--- config.mk ---
export PLATFORM = sky130hd
export DESIGN_NAME = ip_flow_steering_classifier
export DESIGN_NICKNAME = d
export VERILOG_FILES = /design/src/rtl/ifsc_pkg.sv /design/src/rtl/ifsc_decode.sv /design/src/rtl/ifsc_check.sv /design/src/rtl/ifsc_decide.sv /design/src/rtl/ip_flow_steering_classifier.sv
export SDC_FILE = /design/constraint.sdc
export NUM_CORES = 1
export LEC_CHECK = 0
export ABC_CLOCK_PERIOD_IN_PS = 3800
export BUFFER_PORTS_ARGS = -buffer_cell sky130_fd_sc_hd__buf_2
export CAP_MARGIN = 10
export CORE_MARGIN = 2
export CORE_UTILIZATION = 30
export DETAILED_ROUTE_END_ITERATION = 10
export SLEW_MARGIN = 20
export SYNTH_ARGS = -nofsm -noshare
export SYNTH_HDL_FRONTEND = slang
export SYNTH_SLANG_ARGS = --single-unit
--- constraint.sdc ---
create_clock -name clk -period 3.8 [get_ports clk]
set_input_delay 0.19 -clock clk [delete_from_list [all_inputs] [get_ports clk]]
set_output_delay 0.19 -clock clk [all_outputs]
set_load 0.02 [all_outputs]
--- src/rtl/ifsc_pkg.sv ---
// Shared types and constants for the IP flow steering classifier.
package ifsc_pkg;

  localparam int MAX_QUEUES_DEF = 256;

  localparam logic [1:0] ACT_DROP    = 2'd0;
  localparam logic [1:0] ACT_TCP     = 2'd1;
  localparam logic [1:0] ACT_UDP     = 2'd2;
  localparam logic [1:0] ACT_GENERIC = 2'd3;

  localparam logic [2:0] WHY_NONE       = 3'd0;
  localparam logic [2:0] WHY_SHORT      = 3'd1;
  localparam logic [2:0] WHY_BAD_HLEN   = 3'd2;
  localparam logic [2:0] WHY_TCP_SHORT  = 3'd3;
  localparam logic [2:0] WHY_TCP_OFFSET = 3'd4;
  localparam logic [2:0] WHY_UDP_SHORT  = 3'd5;

  localparam logic [7:0] PROTO_TCP = 8'd6;
  localparam logic [7:0] PROTO_UDP = 8'd17;

  localparam logic [15:0] MIN_FRAME  = 16'd20;
  localparam logic [15:0] FRAG_MASK  = 16'h3FFF;
  localparam logic [3:0]  MIN_IHL_W  = 4'd5;
  localparam logic [6:0]  TCP_HDR    = 7'd20;
  localparam logic [6:0]  UDP_HDR    = 7'd8;
  localparam logic [3:0]  MCAST_TOP  = 4'hE;

  // First stage: header decoded into flags, length sums and the hash byte.
  typedef struct packed {
    logic        short_frame;
    logic        fragment;
    logic        bad_ihl;
    logic        is_tcp;
    logic        is_udp;
    logic        thoff_bad;
    logic        group;
    logic [15:0] flen;
    logic [6:0]  ihl;
    logic [6:0]  tcp_min;
    logic [6:0]  tcp_full;
    logic [6:0]  udp_min;
    logic [7:0]  hash;
  } dec_t;

  // Second stage: length compares resolved, hash masked.
  typedef struct packed {
    logic       short_frame;
    logic       fragment;
    logic       bad_ihl;
    logic       is_tcp;
    logic       is_udp;
    logic       thoff_bad;
    logic       group;
    logic       tcp_min_short;
    logic       tcp_full_short;
    logic       udp_short;
    logic       ihl_short;
    logic [7:0] qidx;
  } chk_t;

endpackage

--- src/rtl/ifsc_decode.sv ---
// Stage one: decode header fields into flags, length sums and the hash byte.
module ifsc_decode import ifsc_pkg::*; (
  input  logic        clk,
  input  logic        rst,
  input  logic        up_valid,
  output logic        up_ready,
  input  logic [15:0] frame_length,
  input  logic [15:0] frag_field,
  input  logic [3:0]  header_words,
  input  logic [7:0]  protocol,
  input  logic [15:0] total_length,
  input  logic [3:0]  tcp_offset_words,
  input  logic [31:0] source_address,
  input  logic [31:0] destination_address,
  input  logic [15:0] source_port,
  input  logic [15:0] destination_port,
  input  logic        dest_is_broadcast,
  output logic        dn_valid,
  input  logic        dn_ready,
  output dec_t        dn_data
);

  logic [6:0] ihl;
  logic [6:0] thoff;
  dec_t       dec;

  assign ihl   = {1'b0, header_words, 2'b00};
  assign thoff = {1'b0, tcp_offset_words, 2'b00};

  always_comb begin
    dec.short_frame = frame_length < MIN_FRAME;
    dec.fragment    = (frag_field & FRAG_MASK) != 16'd0;
    dec.bad_ihl     = header_words < MIN_IHL_W;
    dec.is_tcp      = protocol == PROTO_TCP;
    dec.is_udp      = protocol == PROTO_UDP;
    dec.thoff_bad   = (thoff < TCP_HDR) || ({9'd0, thoff} > total_length);
    dec.group       = (destination_address[31:28] == MCAST_TOP) || dest_is_broadcast;
    dec.flen        = frame_length;
    dec.ihl         = ihl;
    dec.tcp_min     = ihl + TCP_HDR;
    dec.tcp_full    = ihl + thoff;
    dec.udp_min     = ihl + UDP_HDR;
    dec.hash        = source_address[7:0] ^ destination_address[7:0]
                    ^ source_port[7:0] ^ destination_port[7:0];
  end

  assign up_ready = !dn_valid || dn_ready;

  always_ff @(posedge clk) begin
    if (rst) begin
      dn_valid <= 1'b0;
    end else if (up_ready) begin
      dn_valid <= up_valid;
    end
  end

  always_ff @(posedge clk) begin
    if (up_ready && up_valid) begin
      dn_data <= dec;
    end
  end

endmodule

--- src/rtl/ifsc_check.sv ---
// Stage two: compare frame length against header sums and mask the hash.
module ifsc_check import ifsc_pkg::*; #(
  parameter int MAX_QUEUES = MAX_QUEUES_DEF
) (
  input  logic       clk,
  input  logic       rst,
  input  logic [7:0] queue_mask,
  input  logic       up_valid,
  output logic       up_ready,
  input  dec_t       up_data,
  output logic       dn_valid,
  input  logic       dn_ready,
  output chk_t       dn_data
);

  localparam logic [7:0] QLIMIT = 8'(MAX_QUEUES - 1);

  chk_t chk;

  always_comb begin
    chk.short_frame    = up_data.short_frame;
    chk.fragment       = up_data.fragment;
    chk.bad_ihl        = up_data.bad_ihl;
    chk.is_tcp         = up_data.is_tcp;
    chk.is_udp         = up_data.is_udp;
    chk.thoff_bad      = up_data.thoff_bad;
    chk.group          = up_data.group;
    chk.tcp_min_short  = up_data.flen < {9'd0, up_data.tcp_min};
    chk.tcp_full_short = up_data.flen < {9'd0, up_data.tcp_full};
    chk.udp_short      = up_data.flen < {9'd0, up_data.udp_min};
    chk.ihl_short      = up_data.flen < {9'd0, up_data.ihl};
    chk.qidx           = up_data.hash & queue_mask & QLIMIT;
  end

  assign up_ready = !dn_valid || dn_ready;

  always_ff @(posedge clk) begin
    if (rst) begin
      dn_valid <= 1'b0;
    end else if (up_ready) begin
      dn_valid <= up_valid;
    end
  end

  always_ff @(posedge clk) begin
    if (up_ready && up_valid) begin
      dn_data <= chk;
    end
  end

endmodule

--- src/rtl/ifsc_decide.sv ---
// Stage three: resolve check priority into the steering decision.
module ifsc_decide import ifsc_pkg::*; (
  input  logic       clk,
  input  logic       rst,
  input  logic       up_valid,
  output logic       up_ready,
  input  chk_t       up_data,
  output logic       dn_valid,
  input  logic       dn_ready,
  output logic [1:0] action,
  output logic [7:0] queue_index,
  output logic [2:0] drop_reason
);

  logic [1:0] act_next;
  logic [7:0] qidx_next;
  logic [2:0] why_next;

  always_comb begin
    act_next  = ACT_GENERIC;
    qidx_next = 8'd0;
    why_next  = WHY_NONE;
    if (up_data.short_frame) begin
      act_next = ACT_DROP;
      why_next = WHY_SHORT;
    end else if (up_data.fragment) begin
      act_next = ACT_GENERIC;
    end else if (up_data.bad_ihl) begin
      act_next = ACT_DROP;
      why_next = WHY_BAD_HLEN;
    end else if (up_data.is_tcp) begin
      if (up_data.tcp_min_short) begin
        act_next = ACT_DROP;
        why_next = WHY_TCP_SHORT;
      end else if (up_data.thoff_bad) begin
        act_next = ACT_DROP;
        why_next = WHY_TCP_OFFSET;
      end else if (up_data.tcp_full_short) begin
        act_next = ACT_DROP;
        why_next = WHY_TCP_SHORT;
      end else begin
        act_next  = ACT_TCP;
        qidx_next = up_data.qidx;
      end
    end else if (up_data.is_udp) begin
      if (up_data.udp_short) begin
        act_next = ACT_DROP;
        why_next = WHY_UDP_SHORT;
      end else begin
        act_next  = ACT_UDP;
        qidx_next = up_data.group ? 8'd0 : up_data.qidx;
      end
    end else if (up_data.ihl_short) begin
      act_next = ACT_DROP;
      why_next = WHY_BAD_HLEN;
    end
  end

  assign up_ready = !dn_valid || dn_ready;

  always_ff @(posedge clk) begin
    if (rst) begin
      dn_valid <= 1'b0;
    end else if (up_ready) begin
      dn_valid <= up_valid;
    end
  end

  always_ff @(posedge clk) begin
    if (up_ready && up_valid) begin
      action      <= act_next;
      queue_index <= qidx_next;
      drop_reason <= why_next;
    end
  end

endmodule

--- src/rtl/ip_flow_steering_classifier.sv ---
// Top level of the IP flow steering classifier.
//
// Steers one received IPv4 header per beat to a drop, the TCP queue, the UDP
// queue or generic queue 0. The input channel (in_valid/in_ready) carries the
// decoded header fields and L4 ports; the output channel (out_valid/out_ready)
// carries action, queue_index and drop_reason. Every input beat yields
// exactly one output beat, in order.
//
// Pipeline: decode -> length check and hash mask -> decision register.
// out_valid rises once a beat has passed through all three registered stages;
// throughput is one beat per cycle while out_ready stays high, as each stage
// takes a beat per cycle when the next has room. Each stage holds
// its own valid bit and advances when the next stage is empty or draining, so
// in_ready stays high while any stage has room.
//
// When out_ready is low, results hold in place and the stages fill up; after
// three held beats in_ready drops until the receiver takes one. Nothing is
// dropped or repeated.
//
// Reset (rst, synchronous) empties all stages and clears queue_mask to 0, so
// every hashed decision lands on queue 0 until queue_mask is written through
// cfg_we/cfg_wdata (write only while the pipeline is empty).
module ip_flow_steering_classifier import ifsc_pkg::*; #(
  parameter int MAX_QUEUES = MAX_QUEUES_DEF
) (
  input  logic        clk,
  input  logic        rst,
  input  logic        cfg_we,
  input  logic [7:0]  cfg_wdata,
  input  logic        in_valid,
  output logic        in_ready,
  input  logic [15:0] frame_length,
  input  logic [15:0] frag_field,
  input  logic [3:0]  header_words,
  input  logic [7:0]  protocol,
  input  logic [15:0] total_length,
  input  logic [3:0]  tcp_offset_words,
  input  logic [31:0] source_address,
  input  logic [31:0] destination_address,
  input  logic [15:0] source_port,
  input  logic [15:0] destination_port,
  input  logic        dest_is_broadcast,
  output logic        out_valid,
  input  logic        out_ready,
  output logic [1:0]  action,
  output logic [7:0]  queue_index,
  output logic [2:0]  drop_reason
);

  logic [7:0] queue_mask;
  logic       dec_valid;
  logic       dec_ready;
  dec_t       dec_data;
  logic       chk_valid;
  logic       chk_ready;
  chk_t       chk_data;

  // Queue mask register; the hash is ANDed with it in the check stage.
  always_ff @(posedge clk) begin
    if (rst) begin
      queue_mask <= 8'd0;
    end else if (cfg_we) begin
      queue_mask <= cfg_wdata;
    end
  end

  // Decode flags, header length sums and the XOR of the low bytes.
  ifsc_decode u_decode (
    .clk                 (clk),
    .rst                 (rst),
    .up_valid            (in_valid),
    .up_ready            (in_ready),
    .frame_length        (frame_length),
    .frag_field          (frag_field),
    .header_words        (header_words),
    .protocol            (protocol),
    .total_length        (total_length),
    .tcp_offset_words    (tcp_offset_words),
    .source_address      (source_address),
    .destination_address (destination_address),
    .source_port         (source_port),
    .destination_port    (destination_port),
    .dest_is_broadcast   (dest_is_broadcast),
    .dn_valid            (dec_valid),
    .dn_ready            (dec_ready),
    .dn_data             (dec_data)
  );

  // Compare frame length against the sums and mask the hash.
  ifsc_check #(
    .MAX_QUEUES (MAX_QUEUES)
  ) u_check (
    .clk        (clk),
    .rst        (rst),
    .queue_mask (queue_mask),
    .up_valid   (dec_valid),
    .up_ready   (dec_ready),
    .up_data    (dec_data),
    .dn_valid   (chk_valid),
    .dn_ready   (chk_ready),
    .dn_data    (chk_data)
  );

  // Pick the first failing check in order and register the result.
  ifsc_decide u_decide (
    .clk         (clk),
    .rst         (rst),
    .up_valid    (chk_valid),
    .up_ready    (chk_ready),
    .up_data     (chk_data),
    .dn_valid    (out_valid),
    .dn_ready    (out_ready),
    .action      (action),
    .queue_index (queue_index),
    .drop_reason (drop_reason)
  );

endmodule
After elaboration in Yosys (flattened, before gate mapping)
Index checks and enable logic that the tools add are counted.

operators by class
  add/sub/neg operators = 3
  multiply operators = 0
  divide/modulo/power cells = 0
  order comparisons = 8
  equal/unequal tests = 3
  shifts and indexed selects = 0
  mux-type cells = 25
  bitwise gates (word level) = 4
  reduce and logical (&&, ||, !) cells = 14

operators by type and width
  operator             count
  $mux 8               7
  $lt 16x7->1          3
  $xor 8x8->8          3
  $mux 2               11
  $gt 6x16->1          1
  $lt 16x5->1 const B  1
  $lt 16x6->1          1
  $reduce_bool 16->1   1
  $mux 3               5
  $and 8x8->8          1
  $eq 8x3->1 const B   1
  $eq 8x5->1 const B   1
  $add 6x4->7 const B  1
  $add 6x5->7 const B  1
  $add 6x6->7          1
  $lt 6x5->1 const B   1
  $logic_or 1x1->1     5
  $eq 4x4->1 const B   1
  $lt 4x3->1 const B   1
  $logic_and 1x1->1    3
  $logic_not 1->1      3
  $reduce_or 3->1      1
  $mux 1               2
  $reduce_or 2->1      1

word-level totals
  register bits = 99
  latch bits = 0
  RAM bits = 0
  bits in read-only memories = 0
  input bits = 174
  output and inout bits = 15
  logic and storage cells = 91
  memories kept = 0

Logic depth before layout (Yosys ltp)
Gate-level depths: netlist of the first run.

  word-level depth = 6
  gate-level depth with buffers = 6
  mapped depth without buffers = 6

Cells and area by module
From an unflattened synthesis of the first run, not the netlist that was laid out.

unflattened totals
  cell total of the unflattened synthesis = 350
  area total of the unflattened synthesis = 4609.4 µm²

by module, submodules not included
  module                       times used  cells an instance  area an instance (µm²)  seq. area each (µm²)
  ifsc_decode                  1           153                2293.4                  1491.4
  ifsc_check                   1           124                1375.1                  590.6
  ifsc_decide                  1           47                 655.6                   410.4
  ip_flow_steering_classifier  1           26                 285.3                   160.2

Least setup slack after synthesis of the first run
No wires, ideal clock.

  path kind = register -> register
  start = register u_decide.dn_valid
  end = register u_decode.dn_data[0] in the netlist's numbering, enable pin
  setup time = 0.480 ns
  data arrival time = 2.981 ns
  data required time = 3.320 ns
  slack = 0.339 ns
  stages on the path, launching flop included = 3
  buffers on the path = 0
  period minus slack after synthesis = 3.461 ns
  cell sequence = dfxtp_1 -> nor2b_1 -> a31oi_1

between the ends
  cells in the longest elaborated chain, start to end = 5

RTL lines
  item                      line               RTL
  start: declaration        ifsc_decide.sv:8   output logic dn_valid,
  start signal: assignment  ifsc_decide.sv:65  dn_valid <= up_valid;
  $logic_not 1->1           ifsc_decide.sv:59  assign up_ready = !dn_valid || dn_ready;
  $logic_or 1x1->1          ifsc_decide.sv:59
  $logic_or 1x1->1          ifsc_check.sv:35   assign up_ready = !dn_valid || dn_ready;
  $logic_or 1x1->1          ifsc_decode.sv:47  assign up_ready = !dn_valid || dn_ready;
  $logic_and 1x1->1         ifsc_decode.sv:58  if (up_ready && up_valid) begin
  end signal: assignment    ifsc_decode.sv:59  dn_data <= dec;
  end: declaration          ifsc_decode.sv:20  output dec_t dn_data

Every way passes these cells.
A chain may end at the register's enable or synchronous reset.

Final worst setup path of the first run
  start = register u_decide.dn_valid
  end = register u_decide.queue_index[4], enable pin

between the ends
  cells in the longest elaborated chain, start to end = 3

RTL lines
  item                    line               RTL
  $logic_not 1->1         ifsc_decide.sv:59
  $logic_or 1x1->1        ifsc_decide.sv:59
  $logic_and 1x1->1       ifsc_decide.sv:70  if (up_ready && up_valid) begin
  end signal: assignment  ifsc_decide.sv:72  queue_index <= qidx_next;
  end: declaration        ifsc_decide.sv:11  output logic [7:0] queue_index,

Every way passes these cells.

==> metrics, run 1 <==
die height=121.1 um; post-CTS sizing=0; static leakage=2.254 nW; register area share after synthesis=0.6298; Post-CTS Setup Bufs=0; CTS max path bufs=2; mapped cell area=0.004116 sq mm; footprint of the multi-input gates=0.001421 sq mm; CTS tree=done; drt first pass iters=4; H-tree levels=3; final hold slack=0.04106 ns; Critical Path RT=3.76 ns; worst skew pair latency=0.33 ns; synth unique cells=38; path type of the worst setup path=flop to flop; largest area contributor in the netlist=edfxtp_1; Routed Antenna Nets=0; Core Area=0.01335 sq mm; Avg WL per Cell=12.76 um; I/O Pins=189; r2r endpoint=u_decide.queue_index[4]$_SDFFCE_PP0P_; critical-path cell list=nor2b_1 > nor2b_1; warnings from Yosys=0; DRC viols=0; Sum Neg Setup Slack=0 ns; CP endpoint kind=flop; register clock-pin slew on the reported worst setup and hold paths=0.07 ns; Pwr per Cell Area=436.4 mW/mm^2; gpl congestion=0.7526; fin crit share=0.4501; Final HPWL DP=6211 um; IO Port Bufs=124; largest fanout on the critical path=13; Avg Inst Size Synth=13.50 sq um; syn_nets=507; Final Hold Fails=0; Slowest cell on crit path=nor2b_1; total global-route track usage=0.1145; Async SR Flop Fraction=0; Worst slew margin=0.3224; DR iter-0 viols=115; initial antenna violation count=0; Area growth syn-to-layout=27.87%; die width=121.1 um; layout net count=640; number of enable flip-flop cells after synthesis=79; Vias/cell=4.357; Syn Inst Count=305; ys flop type=edfxtp_1; fmax=0.5847 GHz; min Tclk post-route=1.710 ns; grt ovf=0; TritonCTS Buffers=9; drt total wl=7901 um; Max Cap Viol=0; startpoint types=flop; die area=0.01467 sq mm; clock sinks=90; Final setup viols=0; Yosys reg bits=90; Worst Reg-to-Reg Cells=2; Initial Util=0.3084; Least-Margin Pin Slew=1.014 ns; register area=0.002592 sq mm; Critical Path AT=1.67 ns; r2r setup slk=2.09 ns; DR vias=2697; share of post-route cells with drive strength above 1=0.3318; peak supply drop=0.2388 mV; top cells by count, synth=79 x edfxtp_1, 29 x inv_1, 27 x ha_1; diode count=0; RSZ-0062 raised after global routing=false; CTS Hold Buffers Added=0; vias in the first global route=2702; top cell type's share of synthesized area=0.5763; crit path capture=u_decide.queue_index[4]$_SDFFCE_PP0P_; Layout Skew=0.005838 ns; RR Startpoint=u_decide.dn_valid$_SDFFE_PP0P_; fill cell count=1290; Root Driver=clkbuf_16; Critical Path Most Common Cell=nor2b_1; Hold Crit Class=input pin to flop; largest cells by area after synthesis=edfxtp_1 58%, ha_1 8.2%, dfxtp_1 5.3%; CP startpoint=u_decide.dn_valid$_SDFFE_PP0P_; Crit path largest cell delay=0.81 ns; Slew Limit Fails=0; largest net degree at the start of global routing=48; first-pass GRT wire length=12880 um; std cell rows=42; most common cell in the netlist=edfxtp_1; status=complete, no violations
final cells by class:
cell class | count | share of cell area
Sequential cell | 90 | 0.4925
Multi-Input combinational cell | 183 | 0.2700
Timing Repair Buffer | 125 | 0.1193
Clock buffer | 9 | 0.04279
Tap cell | 176 | 0.04183
Inverter | 29 | 0.02068
Clock inverter | 7 | 0.01284
where the power goes:
group          switching, W  leakage, nW  internal, W
Sequential        0.0000299        0.852      0.00116
Clock              0.000403        0.144     0.000463
Combinational      0.000122         1.26     0.000121
flip-flops by register name, summed over array words and instances (netlist names):
signal,flops
u_decide.drop_reason,3
u_check.dn_data,19
u_decode.dn_data,47
u_decide.queue_index,8
queue_mask,8
u_decide.action,2
u_decide.dn_valid,1
u_decode.dn_valid,1
u_check.dn_valid,1
worst min-delay path by stage:
stage | start | end | slack [ns] | cells past startpoint
global placement | frame_length[2] | u_decode.dn_data[38]$_DFFE_PP_ | 0.38 | 1
floorplan | rst | u_decode.dn_valid$_SDFFE_PP0N_ | 0.26 | 1
global route | frame_length[4] | u_decode.dn_data[40]$_DFFE_PP_ | 0.03 | 1
CTS | frame_length[4] | u_decode.dn_data[40]$_DFFE_PP_ | 0.02 | 1
finish | frame_length[4] | u_decode.dn_data[40]$_DFFE_PP_ | 0.04 | 1
detailed placement | frame_length[4] | u_decode.dn_data[40]$_DFFE_PP_ | 0.38 | 1
layer usage:
layer,wire [um],vias to the layer above,global-route usage
met4,119,0,0.04885
met2,3894,78,0.1907
li1,-,1370,-
met1,3452,1241,0.1413
met3,434,8,0.02820
met5,0,-,0
placed cells by master, fill, tap and decap left out, types with 8 or more instances in the layout:
cell and instances:
clkbuf_16 9, edfxtp_1 79, ha_1 27, xor2_1 10, nor4_1 9, buf_2 124, dfxtp_1 11, a21oi_1 19
xnor2_1 19, nor2_1 22, inv_1 29, and2_1 17, mux2i_1 8
metrics by stage:
step	power, W	cell area [sq um]	util	std cells	setup WS (ns)
5_1_grt	0.002408	5264	0.3944	619	1.947
2_1_floorplan	0.001342	4116	-	305	0.3387
3_5_place_dp	0.001458	4971	0.3724	603	2.074
3_3_place_gp	0.001446	4971	0.3724	603	2.106
4_1_cts	0.002331	5264	0.3944	619	2.057
6_report	0.002297	5264	0.3944	619	2.090
critical path: cells and delay by family, from the launching register on:
kind / cells / cell delay [ns]
simple gates: 2 / 1.02
flops: 1 / 0.31
cells by family after synthesis:
kind of cell	after synthesis	share of synthesized area
xor gates and xnor gates	29	0.06170
AOI/OAI and AO/OA	45	0.07112
and+or+nand+nor	73	0.1015
DFF	90	0.6298
adders and majority gates	28	0.08693
buffers and inverters	32	0.02948
muxes	8	0.01945
Note: power is estimated with default switching activity, not from simulation.
==> run 2: changes to the inputs <==
ABC_CLOCK_PERIOD_IN_PS = 1460   (was 3800)
clock period = 1.46 ns   (was 3.8 ns; I/O delays follow)
==> metrics, run 2 (synthesis results as in run 1) <==
status=finished with violations; violated checks=negative setup slack; Avg WL per Cell=12.72 um; IO Port Bufs=124; hold wc startpoint=in_valid; fill cell count=1244; peak supply drop=0.4227 mV; RSZ-0062 raised after global routing=true; Largest Register=u_decode.dn_data; DP Area=0.005057 sq mm; CP endpoint kind=flop; DR iter-0 viols=115; worst skew pair latency=0.34 ns; Worst Reg-to-Reg Cells=5; gpl congestion=0.7569; largest net degree at the start of global routing=48; TritonCTS Buffers=9; CTS tree=done; share of post-route cells with drive strength above 1=0.3550; r2r endpoint=u_check.dn_data[11]$_DFFE_PP_; I/O Pins=189; Layout Skew=0.007838 ns; Final HPWL DP=6182 um; Hold Crit Class=input pin to flop; Vias/cell=4.425; Pwr per Cell Area=1085 mW/mm^2; register clock-pin slew on the reported worst setup and hold paths=0.07 ns; die area=0.01467 sq mm; total global-route track usage=0.1171; final hold slack=0.02094 ns; initial antenna violation count=0; r2r setup slk=-0.09 ns; Hold EP=u_decode.dn_valid$_SDFFE_PP0N_; Core Area=0.01335 sq mm; largest fanout on the critical path=4; Area growth syn-to-layout=38.51%; Final setup viols=4; fmax=0.6437 GHz; fin crit share=1.064; Root Driver=clkbuf_16; startpoint types=flop; path type of the worst setup path=flop to flop; static leakage=2.414 nW; DRC viols=0; diode count=0; drt first pass iters=4; max reg flops=47; Routed Antenna Nets=0; Worst slew margin=0.7188; Least-Margin Pin Slew=0.4174 ns; die height=121.1 um; Critical Path RT=1.61 ns; clock sinks=90; CTS max path bufs=2; Slew Limit Fails=0; most frequent cells in the layout=124 x buf_2, 79 x edfxtp_1, 29 x inv_1; die width=121.1 um; layout net count=673; Initial Util=0.3084; post-place setup slack=-0.1912 ns; Critical Path AT=1.70 ns; DR vias=2885; Largest regs=u_decode.dn_data x47, u_check.dn_data x19; Max Cap Viol=0; Final Hold Fails=0; std cell rows=42; Hold Path Stages=3; vias in the first global route=2904; most common cell after layout, fill and taps aside=buf_2; drt total wl=8294 um; min Tclk post-route=1.554 ns; RR Startpoint=u_decode.dn_data[41]$_DFFE_PP_; first-pass GRT wire length=13180 um; grt ovf=0; final worst slack=-0.09352 ns; H-tree levels=3; design area=0.005702 sq mm
run 2: changes by cell type in the layout (fill, tap and decap cells not counted), sizes merged:
cell	previous run	this run
inv	34	30
clkinv	1	4
dlygate4sd3	0	23
bufinv	0	1
buf	125	135
run 2: power breakdown:
group | total (W) | leakage, nW | switching, W | internal, W
clock | 0.00232 | 0.146 | 0.000987 | 0.00134
sequential | 0.00309 | 0.852 | 0.0000805 | 0.00301
combinational | 0.000770 | 1.42 | 0.000362 | 0.000408
total | 0.00619 | 2.41 | 0.00143 | 0.00476
run 2: layer usage:
| metal | GRT usage | vias up | routed length (um) |
|---|---|---|---|
| li1 | - | 1435 | - |
| met1 | 0.1390 | 1336 | 3569 |
| met2 | 0.1991 | 96 | 4124 |
| met3 | 0.02444 | 18 | 420 |
| met4 | 0.06178 | 0 | 180 |
| met5 | 0 | - | 0 |
run 2: area by class of cell:
type / count / area [sq um] / share of cell area
sequential: 90 / 2594 / 0.4549
multi-input combinational: 183 / 1518 / 0.2662
timing repair buffer: 158 / 958.4 / 0.1681
clock buffer: 9 / 225.2 / 0.03950
tap: 176 / 220.2 / 0.03862
inverter: 29 / 108.9 / 0.01909
clock inverter: 7 / 77.57 / 0.01361
run 2: metrics by stage:
stage / setup TNS (ns) / total power [W] / std cells / util
4_1_cts: -0.3175 / 0.006232 / 649 / 0.4227
5_1_grt: -1.310 / 0.006456 / 652 / 0.4272
6_report: -0.2416 / 0.006189 / 652 / 0.4272
3_3_place_gp: -0.2646 / 0.003797 / 610 / 0.3789
2_1_floorplan: -15.67 / 0.003495 / 305 / -
3_5_place_dp: -0.6445 / 0.003821 / 610 / 0.3789
run 2: repair_timing:
action,in CTS,in global routing
hold buffers,23,0
setup buffers,0,3
setup endpoints to repair,12,12
hold endpoints to repair,23,0
resized for setup,8,6
pin swaps,6,4
run 2: worst max path at each step:
stage                                   start                             to  slack [ns]  depth (start not counted)
2_1_floorplan  u_decide.dn_valid$_SDFFE_PP0P_  u_decode.dn_data[0]$_DFFE_PP_       -0.32                          2
6_report       u_decode.dn_data[41]$_DFFE_PP_  u_check.dn_data[11]$_DFFE_PP_       -0.09                          5
4_1_cts        u_decode.dn_data[41]$_DFFE_PP_   u_check.dn_data[9]$_DFFE_PP_       -0.09                          4
3_5_place_dp   u_decode.dn_data[39]$_DFFE_PP_  u_check.dn_data[11]$_DFFE_PP_       -0.19                          5
5_1_grt        u_decode.dn_data[39]$_DFFE_PP_   u_check.dn_data[8]$_DFFE_PP_       -0.16                          4
3_3_place_gp   u_decode.dn_data[39]$_DFFE_PP_  u_check.dn_data[11]$_DFFE_PP_       -0.16                          5
run 2: worst max-delay path, cell delays in order, from the launching register on:
cell	delay [ns]
edfxtp_1	0.47
buf_4	0.19
ha_4	0.21
a21oi_1	0.12
o21ai_1	0.10
a311oi_2	0.29
==> run 3: changes to the inputs <==
PLACE_DENSITY_LB_ADDON = 0.15   (was default)
==> metrics, run 3 (synthesis results as in run 1) <==
static leakage=2.436 nW; Root Driver=clkbuf_16; gr busiest metal=met2; Core Area=0.01335 sq mm; clock sinks=90; I/O Pins=189; met3 usage=0.01974; initial antenna violation count=0; Final setup viols=3; Routed Antenna Nets=0; GR met2 Demand/Resource=0.2044; Largest Register=u_decode.dn_data; Comb pwr share=0.127; Least-Margin Pin Slew=0.3837 ns; DP Area=0.005080 sq mm; total global-route track usage=0.1215; peak supply drop=0.6491 mV; IO Port Bufs=124; grt ovf=0; post-layout utilization of the core=0.4310; Crit path largest cell delay=0.42 ns; most common cell after layout, fill and taps aside=buf_2; DR vias=2859; sequential share of power=0.500; Initial Util=0.3084; vias in the first global route=2838; startpoint types=flop; H-tree levels=3; Vias/cell=4.358; std cell rows=42; final worst slack=-0.07133 ns; die width=121.1 um; most frequent cells in the layout=124 x buf_2, 79 x edfxtp_1, 29 x inv_1; Worst slew margin=0.7415; diode count=0; violated checks=negative setup slack; dpl cells=613; CTS max path bufs=2; share of post-route cells with drive strength above 1=0.3667; path type of the worst setup path=flop to flop; Pwr per Cell Area=1076 mW/mm^2; die area=0.01467 sq mm; non-filler cells, final=656; layout net count=677; Sum Neg Setup Slack=-0.1649 ns; max reg flops=47; Final Hold Fails=0; largest fanout on the critical path=3; Area growth syn-to-layout=39.76%; Pint=0.004714 W; Final HPWL DP=6473 um; critical-path cell list=ha_1 > a21o_1 > a21o_1 > a2111oi_4; clock network fraction of design power=0.373; Sw Share=0.2389; Critical Path AT=1.68 ns; Largest regs=u_decode.dn_data x47, u_check.dn_data x19; fin crit share=1.049; M1 GR Usage=0.1525; fill cell count=1303; gpl congestion=0.7731; register clock-pin slew on the reported worst setup and hold paths=0.07 ns; drt first pass iters=4; min Tclk post-route=1.531 ns; worst skew pair latency=0.34 ns; Net Switching=0.001479 W; Avg WL per Cell=13.07 um; Layout Skew=0.008086 ns; fmax=0.6530 GHz; DRC viols=0; die height=121.1 um; Max Cap Viol=0; RSZ-0062 raised after global routing=true; DR iter-0 viols=116; final hold slack=0.009779 ns; largest net degree at the start of global routing=48; Slew Limit Fails=0; status=finished with violations; Slowest cell on crit path=edfxtp_1; TritonCTS Buffers=9; Critical Path Most Common Cell=a21o_1; Critical Path RT=1.61 ns; CTS tree=done; drt total wl=8571 um; CP endpoint kind=flop; design area=0.005753 sq mm; first-pass GRT wire length=13490 um; Hold Crit Class=input pin to flop
## run 3: cell count changes in the layout (fill, tap and decap cells not counted), sizes merged
cell,before,now
buf,135,140
clkinv,4,1
inv,30,32
bufinv,1,0
clkbuf,9,10
clkinvlp,1,2
dlygate4sd3,23,22
## run 3: metrics by stage
step | power (W) | setup slack (ns)
2_1_floorplan | 0.003495 | -0.3212
3_3_place_gp | 0.003824 | -0.07026
3_5_place_dp | 0.003835 | -0.1446
4_1_cts | 0.006238 | -0.09676
5_1_grt | 0.006499 | -0.1329
6_report | 0.006193 | -0.07133
## run 3: repair_timing
item | 4_1_cts | 5_1_grt
setup endpoints to repair | 12 | 12
hold buffers | 22 | 0
gates resized for setup | 6 | 12
buffers inserted | 3 | 2
pin swaps | 6 | 6
hold endpoints to repair | 22 | 0
## run 3: final cells by class
class,count,area [sq um],area share
Clock buffer,10,250.2,0.04350
Timing Repair Buffer,162,989.7,0.1720
Tap cell,176,220.2,0.03828
Multi-Input combinational cell,183,1538,0.2673
Clock inverter,6,52.55,0.009134
Sequential cell,90,2594,0.4508
Inverter,29,108.9,0.01892
## run 3: routing by layer
layer,up-vias,share of wire
li1,1448,-
met1,1322,0.44
met2,81,0.50
met3,8,0.045
met4,0,0.018
met5,-,0
## run 3: worst paths after layout
kind,from,end,slack [ns],cells past startpoint
max,u_decode.dn_data[39]$_DFFE_PP_,u_check.dn_data[8]$_DFFE_PP_,-0.07,4
min reg2reg,u_decode.dn_data[58]$_DFFE_PP_,u_check.dn_data[18]$_DFFE_PP_,0.42,0
max reg2reg,u_decode.dn_data[39]$_DFFE_PP_,u_check.dn_data[8]$_DFFE_PP_,-0.07,4
min,dest_is_broadcast,u_decode.dn_data[52]$_DFFE_PP_,0.01,2
## run 3: power groups by stage
stage                     registers [W]  clock network [W]  logic (W)
after floorplan                 0.00313                  0   0.000364
after global placement          0.00314                  0   0.000681
after detailed placement        0.00315                  0   0.000688
after CTS                       0.00309            0.00239   0.000756
after global routing            0.00312            0.00249   0.000892
final                           0.00309            0.00231   0.000788
## run 3: critical path, delay by kind of cell (launching register included)
kind	cells	cell delay, ns
adders and majority gates	1	0.29
AOI/OAI and AO/OA	3	0.63
DFF	1	0.42
